==> config.mk <==
export PLATFORM = sky130hd
export DESIGN_NAME = vpma_write_path
export DESIGN_NICKNAME = d
export VERILOG_FILES = /design/src/rtl/vpma_pkg.sv /design/src/rtl/vpma_write_path.sv
export SDC_FILE = /design/constraint.sdc
export NUM_CORES = 1
export LEC_CHECK = 0
export BUFFER_PORTS_ARGS = -buffer_cell sky130_fd_sc_hd__buf_2
export CAP_MARGIN = 0
export CORE_MARGIN = 2
export CORE_UTILIZATION = 25
export DETAILED_ROUTE_END_ITERATION = 10
export PLACE_DENSITY_LB_ADDON = 0.1
export SYNTH_ARGS = -nofsm -noshare
export SYNTH_HDL_FRONTEND = slang
export SYNTH_SLANG_ARGS = --single-unit
==> constraint.sdc <==
create_clock -name vclk -period 2.8
set_input_delay 0.14 -clock vclk [all_inputs]
set_output_delay 0.14 -clock vclk [all_outputs]
set_load 0.005 [all_outputs]
==> src/rtl/vpma_pkg.sv <==
// shared types, constants and helper functions for the planar memory access unit
package vpma_pkg;

    localparam int ADDR_BITS  = 16;
    localparam int DATA_BITS  = 32;
    localparam int PLANES     = 4;
    localparam int PADDR_BITS = 5;
    localparam int REG_BITS   = 3;

    // register indexes (byte address / 4)
    typedef enum logic [REG_BITS-1:0] {
        REG_READ_CONTROL   = 3'd0,
        REG_COLOR_COMPARE  = 3'd1,
        REG_WRITE_CONTROL  = 3'd2,
        REG_SET_RESET      = 3'd3,
        REG_BIT_MASK       = 3'd4,
        REG_PLANE_WRITE_EN = 3'd5
    } reg_idx_t;

    // write modes
    typedef enum logic [1:0] {
        WMODE_0 = 2'd0,
        WMODE_1 = 2'd1,
        WMODE_2 = 2'd2,
        WMODE_3 = 2'd3
    } wmode_t;

    // logical operations against the latch
    typedef enum logic [1:0] {
        LOP_NONE = 2'd0,
        LOP_AND  = 2'd1,
        LOP_OR   = 2'd2,
        LOP_XOR  = 2'd3
    } lop_t;

    typedef enum logic {
        ST_CLEAR = 1'b0,
        ST_RUN   = 1'b1
    } state_t;

    typedef struct packed {
        logic [2:0] read_control;
        logic [7:0] color_compare_control;
        logic [6:0] write_control;
        logic [7:0] set_reset_control;
        logic [7:0] bit_mask;
        logic [3:0] plane_write_enable;
    } cfg_t;

    // each nibble bit becomes a full byte in its plane
    function automatic logic [DATA_BITS-1:0] plane_fill(input logic [PLANES-1:0] nib);
        logic [DATA_BITS-1:0] r;
        r = '0;
        for (int p = 0; p < PLANES; p++)
        begin
            r[8*p +: 8] = {8{nib[p]}};
        end
        return r;
    endfunction

    // one byte copied into all planes
    function automatic logic [DATA_BITS-1:0] byte_spread(input logic [7:0] b);
        return {PLANES{b}};
    endfunction

endpackage

==> src/rtl/vpma_write_path.sv <==
// write data former: rotate, set/reset, logical op and bit mask
module vpma_write_path (
    input  vpma_pkg::cfg_t                    cfg,
    input  logic [7:0]                        host,
    input  logic [vpma_pkg::DATA_BITS-1:0]    latch,
    output logic [vpma_pkg::DATA_BITS-1:0]    wdata
);

    import vpma_pkg::*;

    logic [15:0]          dbl;
    logic [7:0]           rb;
    logic [DATA_BITS-1:0] sr_en;
    logic [DATA_BITS-1:0] sr_val;
    logic [DATA_BITS-1:0] bm;
    logic [DATA_BITS-1:0] op_data;
    logic [DATA_BITS-1:0] op_sel;
    wmode_t               wmode;
    lop_t                 lop;

    assign dbl    = {host, host} >> cfg.write_control[2:0];
    assign rb     = dbl[7:0];
    assign sr_en  = plane_fill(cfg.set_reset_control[7:4]);
    assign sr_val = plane_fill(cfg.set_reset_control[3:0]);
    assign bm     = byte_spread(cfg.bit_mask);
    assign wmode  = wmode_t'(cfg.write_control[6:5]);
    assign lop    = lop_t'(cfg.write_control[4:3]);

    always_comb
    begin
        unique case (wmode)
            WMODE_0:
            begin
                op_data = (byte_spread(rb) & ~sr_en) | (sr_val & sr_en);
                op_sel  = bm;
            end
            WMODE_2:
            begin
                op_data = plane_fill(host[3:0]);
                op_sel  = bm;
            end
            WMODE_3:
            begin
                op_data = sr_val;
                op_sel  = byte_spread(rb) & bm;
            end
            default:
            begin
                op_data = latch;
                op_sel  = '1;
            end
        endcase
    end

    always_comb
    begin
        if (wmode == WMODE_1)
        begin
            wdata = latch;
        end
        else
        begin
            unique case (lop)
                LOP_NONE: wdata = (op_data & op_sel) | (latch & ~op_sel);
                LOP_AND:  wdata = (op_data | ~op_sel) & latch;
                LOP_OR:   wdata = (op_data & op_sel) | latch;
                LOP_XOR:  wdata = (op_data & op_sel) ^ latch;
                default:  wdata = latch;
            endcase
        end
    end

endmodule

==> out/metrics.csv <==
stage;metric;value;unit
cells_and_area;fin util;31.57;%
power;Seq pwr share;0;%
power;leakage power;1.360;nW
logic_synthesis;Yosys cell types;37;
grt;All-Layer GR Usage;16.80;%
cells_and_area;most common cell after layout, fill and taps aside;buf_2;
grt;GRT overflow;0;
cells_and_area;area delta synth->final;24.02;%
power;share of total power in the clock network;0;%
sta;Highest Clock Rate;0.4326;GHz
setup_path;Buf+Inv Stages, Crit Path;2;
sta;setup_tns;0;ns
setup_path;crit path kind;primary input to output port;
power;Internal;0.0002648;W
drt;total number of vias;2814;
setup_path;Crit path max-delay family;multiplexers;
power;Sw Ratio;56.56;%
logic_synthesis;post-synthesis adder-cell area fraction;0;%
setup_path;crit-path most repeated cell;buf_2;
floorplanning;num rows;35;
setup_path;worst endpoint required time;2.66;ns
logic_synthesis;Synth Area in XOR/XNOR;0;%
logic_synthesis;largest family of logic cells by synthesized area;compound AO/OA/AOI/OAI gates;
sta;Slew HR;52.75;%
cells_and_area;commonest non-fill, non-tap cells in the layout;95 x buf_2, 60 x nor2_1, 37 x nand2_1, 30 x o21ai_0, 29 x mux2i_1;
placement;DP Cell Count;511;
setup_path;CP max stage cell;mux4_2;
floorplanning;die area;10060;sq um
setup_path;worst-path fanout max;9;
drt;final wirelength;8631;um
drt;ANT nets after route;0;
logic_synthesis;register area share after synthesis;0;%
cells_and_area;nets;480;
cells_and_area;Cell Count, Final, Fillers Out;511;
logic_synthesis;mux contribution to synthesized area;27.74;%
grt;largest net degree at the start of global routing;35;
sta;Final Slew Violations;0;
logic_synthesis;Mean Syn Cell Area;7.156;sq um
logic_synthesis;Simple-Gate Fraction of Synth Area;21.96;%
setup_path;instance count on the critical path;7;
placement;DP HPWL;6381;um
grt;initial antenna violation count;0;
floorplanning;initial core utilization;25.45;%
drt;number of remaining DRC errors;0;
power;worst vdd ir;0.07941;mV
sta;measured slew at the worst slew-check pin;0.6995;ns
logic_synthesis;Cell Area, Synth;2318;sq um
logic_synthesis;YS warnings;0;
power;PwrDens;212.1;nW/um^2
floorplanning;Die Span Y;100.3;um
logic_synthesis;Mapped Cells;324;
sta;Fin. Hold Viols;0;
setup_path;endpoint class of the critical path;output port;
logic_synthesis;syn_nets;402;
drt;DR vias/cell;5.507;
run_status;status;finished, final reports clean;
setup_path;Critical Path Max Stage Delay;0.58;ns
setup_path;CP arrival;2.17;ns
sta;Setup-failing EPs final;0;
cells_and_area;CLK BUF;0;
drt;Starting DRT DRC Count;106;
floorplanning;Die X;100.3;um
floorplanning;# IOs;110;
setup_path;CP Launch Point;cfg[21];
power;Comb pwr share;100.0;%
cells_and_area;share of cells above drive strength 1;36.25;%
sta;post-route setup slack;0.4886;ns
cells_and_area;total inserted antenna cells;0;
sta;Period minus WS final;2.311;ns
sta;Tcrit/Tclk final;82.55;%
setup_path;Startpoint Class;primary input;
flow_run;max cap viols;0;
setup_path;crit-path cells;buf_2 > mux4_2 > mux2i_4 > o22ai_1 > and4_1 > a211oi_1 > buf_2;
clock_tree;Hold Buf Count CTS;0;
sta;RSZ-0062 raised after global routing;false;
grt;global-route wire length before repair;13760;um
logic_synthesis;post-synthesis compound-gate area fraction;44.58;%
drt;Initial DRT Pass Iterations;4;
drt;DR WL/cell;16.89;um
grt;number of global-route vias before repair;2634;
cells_and_area;Seq. cell area;0;sq um
floorplanning;core area;9109;sq um
worst_hold_path;Tightest Hold Check Type;primary input to output port;
clock_tree;post-CTS sizing;0;
placement;GP Congestion;0.7893;
power;Psw;0.0003449;W
clock_tree;postcts setup bufs;0;
placement;Place WS;0.4869;ns
placement;Port Buffers;95;
setup_path;crit path to;wdata[6];
cells_and_area;flip-flop and latch count;0;
## cells in the mapped netlist (5+ instances only)
master	count	area, sq um
nor2_1	61	229.0
nand2_1	37	138.9
o21ai_0	30	150.1
mux2i_1	29	290.3
a2bb2oi_1	28	245.2
clkbuf_1	16	60.06
o211ai_2	14	175.2
o211ai_1	13	97.59
mux4_2	8	180.2
nor2b_1	8	50.05
a21o_1	7	52.55
a21oi_1	7	35.03
a31o_4	7	122.6
buf_2	7	35.03
mux2_4	7	105.1
nor3b_1	7	52.55
a211oi_1	5	37.54
## worst min-delay path: stages
cell,delay [ns]
buf_2,0.10
mux2i_1,0.06
nor2_1,0.07
buf_2,0.11
## layer usage
metal	global-route usage, %	vias to the layer above	routed length (um)
li1	-	1399	-
met2	30.25	77	4109
met3	0.5571	6	315
met5	0	-	0
met4	1.370	0	76
met1	23.21	1332	4129
## final cells by class
type | count | area [sq um]
fillers | 1067 | 6233
well taps | 111 | 138.9
multi-input cells | 294 | 2193
inverters | 4 | 15.01
repair buffers | 102 | 528.0
## metrics by stage
stage	total power [W]	hold slack (ns)	cell area [sq um]
after floorplan	0.0003979	0.4254	2318
after global placement	0.0006066	0.6214	2875
after detailed placement	0.0006110	0.6227	2875
after CTS	0.0006133	0.6247	2875
after global routing	0.0006769	0.6546	2875
final	0.0006097	0.6206	2875
## power by group through the flow
stage	clock, W	sequential, W	combinational (W)
after floorplan	0	0	0.000398
after global placement	0	0	0.000607
after detailed placement	0	0	0.000611
after CTS	0	0	0.000613
after global routing	0	0	0.000677
final	0	0	0.000610
## kinds of logic after synthesis
kind of cell           after synthesis
AOI/OAI and AO/OA                  126
and+or+nand+nor                    119
muxes                               49
buffers and inverters               30
## worst min path at each step
stage / end / start / slack, ns / depth (start not counted)
2_1_floorplan: wdata[15] / latch[15] / 0.43 / 2
3_3_place_gp: wdata[4] / latch[4] / 0.62 / 4
3_5_place_dp: wdata[12] / latch[12] / 0.62 / 4
4_1_cts: wdata[12] / latch[12] / 0.62 / 4
5_1_grt: wdata[4] / latch[4] / 0.65 / 4
6_report: wdata[12] / latch[12] / 0.62 / 4
Power figures use the tool's default switching activity.
