--- config.mk ---
export PLATFORM = sky130hd
export DESIGN_NAME = vpma_read_path
export DESIGN_NICKNAME = d
export VERILOG_FILES = /design/src/rtl/vpma_pkg.sv /design/src/rtl/vpma_read_path.sv
export SDC_FILE = /design/constraint.sdc
export NUM_CORES = 1
export LEC_CHECK = 0
export ABC_AREA = 0
export BUFFER_PORTS_ARGS = -buffer_cell sky130_fd_sc_hd__buf_2
export CELL_PAD_IN_SITES_DETAIL_PLACEMENT = 1
export CELL_PAD_IN_SITES_GLOBAL_PLACEMENT = 1
export CORE_MARGIN = 2
export CORE_UTILIZATION = 25
export DETAILED_ROUTE_END_ITERATION = 10
export MAX_ROUTING_LAYER = met4
export PLACE_DENSITY_LB_ADDON = 0.15
export REMOVE_ABC_BUFFERS = 1
export SLEW_MARGIN = 20
export SYNTH_ARGS = -nofsm -noshare
export SYNTH_HDL_FRONTEND = slang
export SYNTH_SLANG_ARGS = --single-unit
export TNS_END_PERCENT = 1
--- constraint.sdc ---
create_clock -name vclk -period 1.25
set_clock_uncertainty 0.2 [all_clocks]
set_input_delay 0 -clock vclk [all_inputs]
set_output_delay 0 -clock vclk [all_outputs]
set_load 0.01 [all_outputs]
--- src/rtl/vpma_pkg.sv ---
// shared types, constants and helper functions for the planar memory access unit
package vpma_pkg;

    localparam int ADDR_BITS  = 16;
    localparam int DATA_BITS  = 32;
    localparam int PLANES     = 4;
    localparam int PADDR_BITS = 5;
    localparam int REG_BITS   = 3;

    // register indexes (byte address / 4)
    typedef enum logic [REG_BITS-1:0] {
        REG_READ_CONTROL   = 3'd0,
        REG_COLOR_COMPARE  = 3'd1,
        REG_WRITE_CONTROL  = 3'd2,
        REG_SET_RESET      = 3'd3,
        REG_BIT_MASK       = 3'd4,
        REG_PLANE_WRITE_EN = 3'd5
    } reg_idx_t;

    // write modes
    typedef enum logic [1:0] {
        WMODE_0 = 2'd0,
        WMODE_1 = 2'd1,
        WMODE_2 = 2'd2,
        WMODE_3 = 2'd3
    } wmode_t;

    // logical operations against the latch
    typedef enum logic [1:0] {
        LOP_NONE = 2'd0,
        LOP_AND  = 2'd1,
        LOP_OR   = 2'd2,
        LOP_XOR  = 2'd3
    } lop_t;

    typedef enum logic {
        ST_CLEAR = 1'b0,
        ST_RUN   = 1'b1
    } state_t;

    typedef struct packed {
        logic [2:0] read_control;
        logic [7:0] color_compare_control;
        logic [6:0] write_control;
        logic [7:0] set_reset_control;
        logic [7:0] bit_mask;
        logic [3:0] plane_write_enable;
    } cfg_t;

    // each nibble bit becomes a full byte in its plane
    function automatic logic [DATA_BITS-1:0] plane_fill(input logic [PLANES-1:0] nib);
        logic [DATA_BITS-1:0] r;
        r = '0;
        for (int p = 0; p < PLANES; p++)
        begin
            r[8*p +: 8] = {8{nib[p]}};
        end
        return r;
    endfunction

    // one byte copied into all planes
    function automatic logic [DATA_BITS-1:0] byte_spread(input logic [7:0] b);
        return {PLANES{b}};
    endfunction

endpackage

--- src/rtl/vpma_read_path.sv ---
// read result former: plane byte select or color compare
module vpma_read_path (
    input  vpma_pkg::cfg_t                    cfg,
    input  logic [vpma_pkg::DATA_BITS-1:0]    word,
    output logic [7:0]                        result
);

    import vpma_pkg::*;

    logic [3:0]           dc;
    logic [3:0]           cc;
    logic [DATA_BITS-1:0] t;
    logic [7:0]           mism;

    assign dc   = cfg.color_compare_control[7:4];
    assign cc   = cfg.color_compare_control[3:0];
    assign t    = (word & plane_fill(dc)) ^ plane_fill(cc & dc);
    assign mism = t[7:0] | t[15:8] | t[23:16] | t[31:24];

    always_comb
    begin
        if (cfg.read_control[2])
        begin
            result = ~mism;
        end
        else
        begin
            result = word[8*cfg.read_control[1:0] +: 8];
        end
    end

endmodule

==> results of run 1 <==
power by group:
group | switching (mW) | internal, mW
logic | 0.206 | 0.220
clock network | 0 | 0
registers | 0 | 0
total | 0.206 | 0.220
layer usage:
layer | up-vias | global-route usage | routed length [um]
li1 | 424 | - | -
met1 | 446 | 0.206 | 1270
met2 | 37 | 0.352 | 1600
met3 | 0 | 0.0152 | 206
met4 | 0 | 0.0190 | 0
met5 | - | - | 0
area by class of cell:
type | instances | area, um2 | area share
multi-input cells | 76 | 726 | 0.682
repair buffers | 53 | 290 | 0.273
well taps | 33 | 41.3 | 0.0388
inverters | 2 | 7.51 | 0.00705
cell families (layout without fill, tap and decap cells):
group | Yosys count | in the layout | share of synthesized area
and+or+nand+nor | 16 | 16 | 0.125
AOI/OAI and AO/OA | 26 | 26 | 0.263
muxes | 8 | 8 | 0.241
buffers and inverters | 13 | 55 | 0.0787
xor gates and xnor gates | 26 | 26 | 0.292
synthesized netlist by cell type, types with 4 or more instances:
cell type | number | area share
a22oi_1 | 12 | 0.12
a31o_1 | 6 | 0.067
and2_1 | 6 | 0.048
buf_2 | 4 | 0.026
clkbuf_1 | 4 | 0.019
mux4_2 | 6 | 0.17
nand2_1 | 4 | 0.019
nand3b_1 | 6 | 0.058
xor2_1 | 26 | 0.29
repair_timing:
action / 4_1_cts / 5_1_grt
endpoints found under the hold margin: 0 / 0
gates resized for setup: 3 / 5
buffers inserted: 0 / 0
hold buffers: 0 / 0
endpoints found under the setup margin: 8 / 7
through the flow:
stage | cell area [um2] | utilization | TNS, ns | power [mW]
global route | 1060 | 0.355 | -0.428 | 0.468
floorplan | 726 | - | 0 | 0.205
finish | 1060 | 0.355 | -0.180 | 0.426
CTS | 1050 | 0.350 | -0.222 | 0.423
global placement | 1060 | 0.352 | -0.903 | 0.409
detailed placement | 1060 | 0.352 | -1.02 | 0.424
worst paths after layout:
kind   endpoint  slack (ns)    start
max   result[6]       -0.04  cfg[35]
min   result[4]        0.24  cfg[37]
==> summary.txt, run 1 <==
Violated checks -> negative setup slack
DRT iter0 DRCs -> 14
Storage cell area -> 0 um2
Critical-path top delay cell -> mux4_2
Period utilization -> 1.03
Largest net degree at the start of global routing -> 11
Initial Util -> 0.260
Gr ovfl total -> 0
CP Class -> in -> out
Final-report hold violation count -> 0
Final Setup Violations -> 6
Final nets -> 203
Syn Area/Cell -> 8.76 um2
Hpwl dp -> 2470 um
Yosys cell types -> 17
Final ANT Viol Nets -> 0
Final hold slack -> 0.245 ns
Arrival time at the worst endpoint -> 1.09 ns
Initial antenna violation count -> 0
Total GRT Usage -> 0.182
Die footprint -> 3580 um2
Sequential area share after synthesis -> 0
Cell count along the critical path -> 5
YS warnings -> 0
Total Wirelength -> 3080 um
Crit start category -> primary input
Max-slew violations -> 0
F_max -> 0.776 GHz
Drt first pass iters -> 4
Hold depth -> 3
Syn Inst Count -> 89
First-pass GRT wire length -> 4820 um
Final min period -> 1.29 ns
Final setup margin -> -0.0386 ns
Worst path top cell family by delay -> multiplexers
Power Dens Cells -> 400 nW/um2
Rows -> 20
Commonest non-fill, non-tap cell in the layout -> buf_2
CP bufs+invs -> 2
Via-per-instance ratio -> 5.53
Max IR drop VDD -> 0.120 mV
Placed cell count -> 165
FILL cells -> 379
Vias in the first global route -> 1025
Cell area after synthesis -> 779 um2
Least-Margin Pin Slew -> 0.274 ns
Die W -> 59.8 um
Setup Slack @ Placement -> -0.165 ns
Max-Cap Viols -> 0
# IOs -> 78
RSZ-0062 raised after global routing -> true
Commonest cells after routing, fill and taps aside -> buf_2, xor2_1, a22oi_1
Share of cells above drive strength 1 -> 0.473
GPL Wtd Cong -> 0.729
Die Span Y -> 59.8 um
Non-Filler Instances -> 164
Critical path required time -> 1.05 ns
Wire length per cell -> 18.8 um
Status -> complete, but fails checks
Core ar. -> 3000 um2
Seq cells -> 0
Antenna Cells -> 0
Vias -> 907
Critical path's largest stage delay -> 0.48 ns
Cell Chain, Critical Path -> buf_12 -> mux4_2 -> and2_1 -> a31o_1 -> buf_2
Worst Path Max Fanout -> 8
Pleak -> 0.502 nW
Slew headroom -> 0.817
Hold Crit Class -> in -> out
P&R area growth vs syn -> 36.6%
Number of clock buffers in the layout -> 0
DR DRC count -> 0
Setup crit end kind -> output port
Count of buffers from port buffering -> 51
Note: power is estimated with default switching activity, not from simulation.
==> inputs of run 2 (changes only) <==
--- a/config.mk
+++ b/config.mk
@@ -15,6 +15,7 @@
 export MAX_ROUTING_LAYER = met4
 export PLACE_DENSITY_LB_ADDON = 0.15
 export REMOVE_ABC_BUFFERS = 1
+export SKIP_LAST_GASP = 1
 export SLEW_MARGIN = 20
 export SYNTH_ARGS = -nofsm -noshare
 export SYNTH_HDL_FRONTEND = slang
==> summary.txt, run 2 (synthesis gave the netlist of run 1 again) <==
Hold buffer count at cts -> 0
Critical path required time -> 1.05 ns
# IOs -> 78
Hpwl dp -> 2470 um
Final nets -> 203
Seq cells -> 0
Worst Path Max Fanout -> 8
P&R area growth vs syn -> 35.0%
Crit start category -> primary input
Rows -> 20
Pleak -> 0.495 nW
Final min period -> 1.28 ns
Wire length per cell -> 18.7 um
Cell Chain, Critical Path -> buf_12 -> mux4_2 -> and2_1 -> a31o_1 -> buf_2
Total Wirelength -> 3060 um
Initial antenna violation count -> 0
Final-report hold violation count -> 0
Slew headroom -> 0.822
Antenna Cells -> 0
Min-Delay Endpoint -> result[4]
CP Class -> in -> out
Commonest non-fill, non-tap cell in the layout -> buf_2
Setup crit end kind -> output port
Status -> complete, but fails checks
Gr ovfl total -> 0
Switching share of power -> 0.490
Violated checks -> negative setup slack
DR DRC count -> 0
Largest net degree at the start of global routing -> 11
Total GRT Usage -> 0.182
Die W -> 59.8 um
Power Dens Cells -> 396 nW/um2
Drt first pass iters -> 4
DRT iter0 DRCs -> 22
First-pass GRT wire length -> 4820 um
Storage cell area -> 0 um2
Core ar. -> 3000 um2
Critical-path top delay cell -> mux4_2
CP bufs+invs -> 2
Via-per-instance ratio -> 5.54
Non-Filler Instances -> 164
Critical path's largest stage delay -> 0.48 ns
Count of buffers from port buffering -> 51
Max-slew violations -> 0
Cell count along the critical path -> 5
Hold depth -> 3
Clock share of power -> 0
Share of cells above drive strength 1 -> 0.450
Placed cell count -> 165
Setup Slack @ Placement -> -0.165 ns
Hold Crit Class -> in -> out
Worst path top cell family by delay -> multiplexers
Post-Route Setup TNS -> -0.165 ns
Max IR drop VDD -> 0.116 mV
Commonest cells after routing, fill and taps aside -> buf_2, xor2_1, a22oi_1
Final ANT Viol Nets -> 0
Vias -> 908
Arrival time at the worst endpoint -> 1.08 ns
F_max -> 0.778 GHz
Initial Util -> 0.260
Vias in the first global route -> 1025
Logic pwr share -> 1.000
Postcts setup bufs -> 0
Number of clock buffers in the layout -> 0
Min-delay src -> cfg[37]
Die footprint -> 3580 um2
Final Setup Violations -> 6
Cell-internal power -> 213 uW
FILL cells -> 378
Least-Margin Pin Slew -> 0.267 ns
GPL Wtd Cong -> 0.729
Setup crit start -> cfg[35]
Pwr Total -> 417 uW
Reg power frac -> 0
Max-Cap Viols -> 0
Final setup margin -> -0.0349 ns
Switching component of the power -> 204 uW
Die Span Y -> 59.8 um
RSZ-0062 raised after global routing -> true
Period utilization -> 1.03
==> run 2: routing by layer <==
| metal | part of all wire | GRT usage |
|---|---|---|
| met1 | 0.41 | 0.206 |
| met2 | 0.52 | 0.352 |
| met3 | 0.068 | 0.0152 |
| met4 | 0 | 0.0190 |
| met5 | 0 | - |
==> run 2: worst min-delay path, delay by kind of cell <==
family / cells / cell delay (ns)
compound gates: 1 / 0.15
buf+inv: 2 / 0.29
==> run 2: cell type report <==
| cell class | instances | area [um2] | area share |
|---|---|---|---|
| inverter | 2 | 7.51 | 0.00713 |
| multi-input combinational | 76 | 718 | 0.683 |
| tap | 33 | 41.3 | 0.0392 |
| timing repair buffer | 53 | 285 | 0.271 |
==> run 2: worst max-delay path by stage <==
stage,slack (ns),end
floorplan,0.23,result[2]
global placement,-0.15,result[5]
detailed placement,-0.17,result[6]
CTS,-0.05,result[6]
global route,-0.08,result[6]
finish,-0.03,result[6]
==> run 2: power groups by stage <==
stage | Sequential, mW | Combinational (mW) | Clock, mW
final | 0 | 0.417 | 0
after global routing | 0 | 0.460 | 0
after CTS | 0 | 0.423 | 0
after detailed placement | 0 | 0.424 | 0
after global placement | 0 | 0.409 | 0
after floorplan | 0 | 0.205 | 0
==> run 2: stage by stage <==
stage	hold WS (ns)	area (um2)	utilization
floorplan	-0.0410	726	-
global placement	0.249	1060	0.352
detailed placement	0.246	1060	0.352
CTS	0.252	1050	0.350
global route	0.280	1050	0.350
finish	0.247	1050	0.350
==> run 2: timing repair <==
item,4_1_cts,5_1_grt
resized for setup,3,0
gates cloned,0,0
setup endpoints to repair,8,7
