## src/rtl/vpma_pkg.sv

```systemverilog
// shared types, constants and helper functions for the planar memory access unit
package vpma_pkg;

    localparam int ADDR_BITS  = 16;
    localparam int DATA_BITS  = 32;
    localparam int PLANES     = 4;
    localparam int PADDR_BITS = 5;
    localparam int REG_BITS   = 3;

    // register indexes (byte address / 4)
    typedef enum logic [REG_BITS-1:0] {
        REG_READ_CONTROL   = 3'd0,
        REG_COLOR_COMPARE  = 3'd1,
        REG_WRITE_CONTROL  = 3'd2,
        REG_SET_RESET      = 3'd3,
        REG_BIT_MASK       = 3'd4,
        REG_PLANE_WRITE_EN = 3'd5
    } reg_idx_t;

    // write modes
    typedef enum logic [1:0] {
        WMODE_0 = 2'd0,
        WMODE_1 = 2'd1,
        WMODE_2 = 2'd2,
        WMODE_3 = 2'd3
    } wmode_t;

    // logical operations against the latch
    typedef enum logic [1:0] {
        LOP_NONE = 2'd0,
        LOP_AND  = 2'd1,
        LOP_OR   = 2'd2,
        LOP_XOR  = 2'd3
    } lop_t;

    typedef enum logic {
        ST_CLEAR = 1'b0,
        ST_RUN   = 1'b1
    } state_t;

    typedef struct packed {
        logic [2:0] read_control;
        logic [7:0] color_compare_control;
        logic [6:0] write_control;
        logic [7:0] set_reset_control;
        logic [7:0] bit_mask;
        logic [3:0] plane_write_enable;
    } cfg_t;

    // each nibble bit becomes a full byte in its plane
    function automatic logic [DATA_BITS-1:0] plane_fill(input logic [PLANES-1:0] nib);
        logic [DATA_BITS-1:0] r;
        r = '0;
        for (int p = 0; p < PLANES; p++)
        begin
            r[8*p +: 8] = {8{nib[p]}};
        end
        return r;
    endfunction

    // one byte copied into all planes
    function automatic logic [DATA_BITS-1:0] byte_spread(input logic [7:0] b);
        return {PLANES{b}};
    endfunction

endpackage

```

## src/rtl/vpma_regs.sv

```systemverilog
// apb configuration register file
module vpma_regs (
    input  logic                             clk,
    input  logic                             rst_n,
    input  logic                             psel,
    input  logic                             penable,
    input  logic                             pwrite,
    input  logic [vpma_pkg::PADDR_BITS-1:0]  paddr,
    input  logic [31:0]                      pwdata,
    output logic [31:0]                      prdata,
    output logic                             pready,
    output vpma_pkg::cfg_t                   cfg
);

    import vpma_pkg::*;

    cfg_t     cfg_reg;
    cfg_t     cfg_next;
    logic     wr_en;
    reg_idx_t idx;

    assign pready = 1'b1;
    assign wr_en  = psel && penable && pwrite;
    assign idx    = reg_idx_t'(paddr[PADDR_BITS-1:2]);

    always_comb
    begin
        cfg_next = cfg_reg;
        if (wr_en)
        begin
            unique case (idx)
                REG_READ_CONTROL:   cfg_next.read_control          = pwdata[2:0];
                REG_COLOR_COMPARE:  cfg_next.color_compare_control = pwdata[7:0];
                REG_WRITE_CONTROL:  cfg_next.write_control         = pwdata[6:0];
                REG_SET_RESET:      cfg_next.set_reset_control     = pwdata[7:0];
                REG_BIT_MASK:       cfg_next.bit_mask              = pwdata[7:0];
                REG_PLANE_WRITE_EN: cfg_next.plane_write_enable    = pwdata[3:0];
                default:            cfg_next = cfg_reg;
            endcase
        end
    end

    always_ff @(posedge clk or negedge rst_n)
    begin
        if (!rst_n)
        begin
            cfg_reg.read_control          <= '0;
            cfg_reg.color_compare_control <= '0;
            cfg_reg.write_control         <= '0;
            cfg_reg.set_reset_control     <= '0;
            cfg_reg.bit_mask              <= 8'hFF;
            cfg_reg.plane_write_enable    <= 4'hF;
        end
        else
        begin
            cfg_reg <= cfg_next;
        end
    end

    always_comb
    begin
        unique case (idx)
            REG_READ_CONTROL:   prdata = {29'd0, cfg_reg.read_control};
            REG_COLOR_COMPARE:  prdata = {24'd0, cfg_reg.color_compare_control};
            REG_WRITE_CONTROL:  prdata = {25'd0, cfg_reg.write_control};
            REG_SET_RESET:      prdata = {24'd0, cfg_reg.set_reset_control};
            REG_BIT_MASK:       prdata = {24'd0, cfg_reg.bit_mask};
            REG_PLANE_WRITE_EN: prdata = {28'd0, cfg_reg.plane_write_enable};
            default:            prdata = '0;
        endcase
    end

    assign cfg = cfg_reg;

endmodule

```

## config.mk

```make
export PLATFORM = sky130hd
export DESIGN_NAME = vpma_regs
export DESIGN_NICKNAME = d
export VERILOG_FILES = /design/src/rtl/vpma_pkg.sv /design/src/rtl/vpma_regs.sv
export SDC_FILE = /design/constraint.sdc
export NUM_CORES = 1
export LEC_CHECK = 0
export ABC_AREA = 0
export BUFFER_PORTS_ARGS = -buffer_cell sky130_fd_sc_hd__buf_2
export CAP_MARGIN = 20
export CORE_AREA = 2 2 65 74
export DETAILED_ROUTE_END_ITERATION = 8
export DIE_AREA = 0 0 67 76
export PLACE_DENSITY = 0.83
export SLEW_MARGIN = 40
export SYNTH_ARGS = -nofsm -noshare
export SYNTH_HDL_FRONTEND = slang
export SYNTH_SLANG_ARGS = --single-unit
```

## constraint.sdc

```tcl
create_clock -name clk -period 2.5 [get_ports clk]
set_clock_uncertainty 0.15 [all_clocks]
set_input_delay 0.125 -clock clk [delete_from_list [all_inputs] [get_ports clk]]
set_output_delay 0.125 -clock clk [all_outputs]
set_load 0.1 [all_outputs]
```

==> results of run 1 <==
-- metal layers --
layer,up-vias,track usage [%]
met2,66,30.1
met4,0,6.53
met5,-,0
met1,687,23.7
met3,6,5.76
li1,661,-
-- placed cells by master (no fill, tap or decap), types with 2 or more instances in the layout --
| cell type | synthesis | final |
|---|---|---|
| nand2_1 | 4 | 4 |
| mux2i_1 | 6 | 6 |
| nor2_2 | 2 | 2 |
| buf_4 | 26 | 3 |
| mux2_2 | 42 | 42 |
| dfstp_2 | 12 | 12 |
| a22oi_1 | 3 | 3 |
| nand2b_1 | 2 | 2 |
| dlygate4sd3_1 | 0 | 9 |
| nor2b_1 | 3 | 3 |
| nor3_2 | 2 | 2 |
| clkbuf_8 | 0 | 5 |
| a21oi_1 | 3 | 2 |
| o22ai_2 | 0 | 3 |
| dfrtp_1 | 26 | 26 |
| conb_1 | 2 | 25 |
| clkbuf_1 | 1 | 3 |
| inv_1 | 3 | 3 |
| buf_2 | 4 | 60 |
-- final timing paths --
check                         from         to  slack [ns]  depth (start not counted)
setup / recovery            cfg[1]  prdata[1]        0.50                          4
hold / removal               rst_n    cfg[24]        0.18                          2
max in group asynchronous    rst_n     cfg[7]        1.65                          2
min in group clk           penable    cfg[23]        0.24                          4
setup reg to reg           cfg[37]    cfg[37]        1.54                          1
hold reg to reg            cfg[29]    cfg[29]        0.38                          1
-- area by class of cell --
class | count | area (µm²)
fillers | 389 | 1940
repair buffers | 72 | 413
multi-input cells | 110 | 942
inverters | 3 | 11.3
flip-flops and latches | 38 | 966
clock buffers | 8 | 80.1
well taps | 56 | 70.1
-- worst max-delay path: cells and delay by family, from the launching register on --
family	cells	cell delay, ns
AOI/OAI and AO/OA	2	0.37
buffers and inverters	1	0.44
DFF	1	0.55
muxes	1	0.07
-- cell families (layout without fill, tap and decap cells) --
logic type	after synthesis	count (layout)	share of synthesized area, %
AO/OA/AOI/OAI	17	17	6.00
buffers and inverters	34	83	11.4
other	2	25	0.371
multiplexers	49	49	27.5
AND/OR/NAND/NOR	19	19	6.99
flip-flops	38	38	47.8
-- power by group through the flow --
| stage | Sequential, µW | Clock, µW | Combinational [µW] |
|---|---|---|---|
| after floorplan | 1750 | 0 | 535 |
| after global placement | 855 | 0 | 1600 |
| after detailed placement | 863 | 0 | 1610 |
| after CTS | 854 | 409 | 1620 |
| after global routing | 872 | 432 | 1660 |
| final | 854 | 395 | 1610 |
-- stage by stage --
step,std cells,setup TNS (ns),total power [µW]
finish,287,0,2860
global route,287,0,2970
CTS,287,0,2880
detailed placement,270,0,2470
global placement,270,0,2450
floorplan,182,-0.544,2280
-- timing repair --
| action | CTS | global route |
|---|---|---|
| hold endpoints to repair | 61 | 0 |
| hold buffers | 9 | 0 |
| resized for setup | 0 | 0 |
==> results.md, run 1 <==
- Cell taking the most area after synthesis: dfrtp_1
- Yosys synthesis warning count: 0
- Maximum clock rate: 501 MHz
- Io pins: 113
- Comb power frac: between 50 and 60%
- Seq pwr share: a little under 30%
- Layout cell share with drive strength beyond 1: between 50% and 60%
- Clk_lat worst skew: approximately 0.28 ns
- Clock sink total: 38
- Max-cap viol count: 0
- Post-route ant nets: 0
- Mapped Area: 2020 µm²
- Via/cell ratio: 4.95
- Hold Slack: 0.176 ns
- Routed WL per cell: around 16 µm
- Metal1 wirelength: 1.84 mm
- Met2 wire length: between 2 and 2.5 mm
- Yosys reg bits: 38
- Die Span Y: about 76 µm
- Unrepaired setup endpoints after global routing: false
- TritonCTS clock tree: done
- Pin count of the biggest net entering global routing: 39
- Vias in the first global route: approximately 1.5k
- Crit path capture type: output pin
- Worst-Margin Slew: a little over 0.5 ns
- H-Tree Depth: 2
- Post-route clock period utilization: between 70% and 80%
- LEAKAGE: ~0.0012 µW
- Pwr dens: ~1200 nW/µm²
- NumNets Final: about 270
- Top post-synthesis cells by area: dfrtp_1 (32%), mux2_2 (23%), dfstp_2 (16%)
- Worst path cell trace: mux2i_1, a211o_1, o21ai_1, buf_2
- Crit path max fanout: 3
- Clock power share: 13.8%
- Setup CP Type: reg2out
- Number of DRC markers in iteration 0: 20
- Post-Syn Area per Cell: about 13 µm²
- Gr ovfl total: 0
- First-pass GRT wire length: 7.25 mm
- Slew margin rel.: 65.9%
- Max reg flops: 38
- Count of unique library cells instantiated by Yosys: 32
- Via count: roughly 1.4k
- Core area: 4420 µm²
- Synth top cells by count: mux2_2 (42), buf_4 (26), dfrtp_1 (26)
- Setup bufs post-CTS: 0
- Internal power: roughly 1200 µW
- Ys flop type: dfrtp_1
- Inserted Diodes: 0
- Drc violations: 0
- EDFF count, synth: 0
- Area post-placement: ~2300 µm²
- Most numerous cell in the Yosys netlist: mux2_2
- Row count: 26
- Data arrival, critical path: roughly 1.7 ns
- Synth Instances: 159
- DIE WIDTH: ~67 µm
- Initial Utilization: 45.7%
- Fin crit period: 2.00 ns
- HP Class: in2async
- Dpl hpwl: about 3.1 mm
- Crit-path slowest cell: dfstp_2
- Area delta synth->final: 22.8%
- Yosys top cell area share: around a third
- Endpoints failing hold: 0
- Met3 routed WL: approximately 380 µm
- Max-slew violation count: 0
- Drt pass-1 iters: 4
- FFs w/ async S/R, synth: 100%
- Switching pwr: 1650 µW
- Required time of the critical path: 2.23 ns
- Setup violations, final: 0
- Sequential fraction of the synthesis area: 47.8%
- Switching fraction of total power: 57.6%
- IR drop worst, VDD: 0.703 mV
- Fin util: between 50% and 60%
- Status: finished, final reports clean
- Clock buffer depth: 2
- Post-route setup slack: roughly 0.5 ns
- Clock transition at path regs: ~0.070 ns
- Tot GR Track Use: about a fifth
- Final WL: around 4.5 mm
- Crit-path max cell delay: 0.55 ns
- CTS buffer count: 5
- Startpoint types: flip-flop
- RePlAce Congestion: 0.699
- CTS Root Buffer Type: clkbuf_8
- Initial antenna violation count: 0
- Die area: just over 5000 µm²
- Pre-CTS setup slack: around 0.57 ns
- Port bufs: between 60 and 70
- Top sig layer: met4
- Cell area after layout: around 2500 µm²
Note: power is estimated with default switching activity, not from simulation.
==> run 2: changes to the inputs <==
- CORE_AREA: 2 2 65 74 -> 2 2 71 80
- DIE_AREA: 0 0 67 76 -> 0 0 73 82
- PLACE_DENSITY: 0.83 -> 0.74
- clock period: 2.5 -> 1.8 ns (I/O delays scaled with it)
==> run 2 against run 1 <==
  * Die area up 18%
  * First-iteration DRC count up 120%
  * Non-clock buffer count up 17
  * Flip-flop and latch count unchanged
  * Sequential share of layout area down 3.8 points
  * Combinational power up 50%
  * Critical path type unchanged
==> results.md, run 2 (synthesis gave the netlist of run 1 again) <==
- Status: finished, final reports clean
- First-pass GRT wire length: 7.99 mm (+10%)
- Fin crit period: 1.80 ns
- Via/cell ratio: 4.94 (about the same)
- Clock sink total: 38 (unchanged)
- Post-Place Cells: 289 (+7.0%)
- NumNets Final: 289 (+6.3%)
- Max-cap viol count: 0 (unchanged)
- Initial antenna violation count: 0 (unchanged)
- Max-slew violation count: 0 (unchanged)
- Crit path capture type: output pin
- FF-to-FF setup slack: 0.75 ns (-0.79 ns)
- Post-route clock period utilization: 99.8%
- Commonest non-fill, non-tap cell in the layout: buf_2
- Drt pass-1 iters: 4 (unchanged)
- Dpl hpwl: 3.68 mm (+18%)
- Unrepaired setup endpoints after global routing: true
- Vias in the first global route: 1,593 (+8.3%)
- Die Span Y: 82 µm (+7.9%)
- H-Tree Depth: 2 (unchanged)
- Pin count of the biggest net entering global routing: 22 (-44%)
- Number of DRC markers in iteration 0: 44 (+120%)
- Startpoint types: flip-flop
- Clk_lat worst skew: 0.29 ns (about the same)
- Routed WL per cell: 15.9 µm (+2.1%)
- Max reg flops: 38 (unchanged)
- Crit-path max cell delay: 0.46 ns (-0.09 ns)
- Port bufs: 61 (unchanged)
- Pwr dens: 1450 nW/µm² (+26%)
- Tot GR Track Use: 17.7% (-1.1 points)
- Setup CP Type: reg2out
- Maximum clock rate: ~560 MHz
- HP Class: in2async
- IR drop worst, VDD: 0.890 mV (+27%)
- Reg-to-reg critical path startpoint: cfg[27]
- Worst path cell trace: mux4_2, a22o_4, buf_12
- Fin util: 56.0% (-0.092 points)
- Io pins: 113 (unchanged)
- Inserted Diodes: 0 (unchanged)
- DIE WIDTH: 73 µm (+9.0%)
- Clock power share: 14.0% (+0.2 points)
- Commonest cells after routing, fill and taps aside: buf_2 (53), mux2_2 (40), conb_1 (25)
- Seq pwr share: 29.0% (-0.8 points)
- Core area: 5220 µm² (+18%)
- Switching fraction of total power: 55.4% (-2.2 points)
- Clock transition at path regs: 0.07 ns (about the same)
- Gr ovfl total: 0 (unchanged)
- RePlAce Congestion: 0.779 (+11%)
- Required time of the critical path: 1.56 ns (-0.67 ns)
- Area delta synth->final: 44.6%
- Endpoints failing hold: 0 (unchanged)
- Crit Reg-Reg Endpoint: cfg[27]
- Initial Utilization: 38.7% (-7.0 points)
- Die area: 5990 µm² (+18%)
- CTS buffer count: 5 (unchanged)
- Comb power frac: 57.0% (+0.6 points)
- R2R cell count: 2 (+1)
- Layout cell share with drive strength beyond 1: 73.4% (+15 points)
- Crit path max fanout: 2 (-1)
- TritonCTS clock tree: done
- Crit-path slowest cell: mux4_2
- Final WL: 4.91 mm (+9.6%)
- Via count: 1,523 (+7.3%)
- Setup violations, final: 0 (unchanged)
- Data arrival, critical path: 1.56 ns (-0.16 ns)
- Internal power: 1900 µW (+56%)
- CTS Root Buffer Type: clkbuf_8
- LEAKAGE: 0.00135 µW (+10%)
- Post-route ant nets: 0 (unchanged)
- Drc violations: 0 (unchanged)
- Clock buffer depth: 2 (unchanged)
- FILL cells: 433 (+11%)
- Row count: 28 (+7.7%)
- Switching pwr: 2360 µW (+43%)
- Cell Count, Final, Fillers Out: 308 (+7.3%)
-- run 2: worst max path at each step --
stage | startpoint | endpoint | slack [ns] | cells after the start
5_1_grt | cfg[6] | prdata[2] | -0.03 | 4
4_1_cts | cfg[6] | prdata[2] | -0.01 | 4
2_1_floorplan | cfg[11] | prdata[7] | -0.04 | 3
3_5_place_dp | cfg[15] | prdata[3] | 0.14 | 4
3_3_place_gp | cfg[15] | prdata[3] | 0.14 | 4
6_report | cfg[27] | prdata[0] | 0.003 | 3
-- run 2: cell type report --
type	count	area, µm²	share of cell area, %
Clock buffer	8	90.1	3.08
Inverter	3	11.3	0.385
Multi-Input combinational cell	110	1040	35.5
Sequential cell	38	1030	35.1
Tap cell	60	75.1	2.57
Timing Repair Buffer	89	683	23.4
-- run 2: stage by stage --
step                      setup WS [ns]  setup TNS [ns]  power [µW]  hold slack [ns]  area (µm²)
after floorplan                 -0.0425          -0.101        3270           -0.356        2270
after global placement            0.138               0        3590          -0.0873        2680
after detailed placement          0.140               0        3610          -0.0845        2680
after CTS                      -0.00991         -0.0163        4270            0.135        2900
after global routing            -0.0258         -0.0430        4410            0.148        2920
final                           0.00283               0        4250            0.122        2920
-- run 2: routing by layer --
layer / wire length [µm] / up-vias / global-route usage, %
met1: 2050 / 754 / 22.0
met3: 331 / 6 / 4.79
met2: 2460 / 66 / 29.5
met5: 0 / - / 0
met4: 63 / 0 / 6.11
li1: - / 697 / -
-- run 2: power by group through the flow --
| stage | combinational [µW] | clock, µW | sequential [µW] |
|---|---|---|---|
| 6_report | 2420 | 596 | 1230 |
| 3_5_place_dp | 2360 | 0 | 1250 |
| 3_3_place_gp | 2350 | 0 | 1240 |
| 5_1_grt | 2500 | 649 | 1260 |
| 2_1_floorplan | 788 | 0 | 2480 |
| 4_1_cts | 2420 | 618 | 1230 |
-- run 2: critical path, delay by kind of cell (launching register included) --
kind                   cells  cell delay, ns
muxes                      1            0.46
DFF                        1            0.40
AOI/OAI and AO/OA          1            0.24
buffers and inverters      1            0.16
-- run 2: repair_timing --
item | CTS | global route
setup buffers | 2 | 0
gates resized for setup | 7 | 4
hold endpoints to repair | 70 | 0
endpoints found under the setup margin | 3 | 5
hold buffers | 9 | 0
pin swaps | 0 | 3
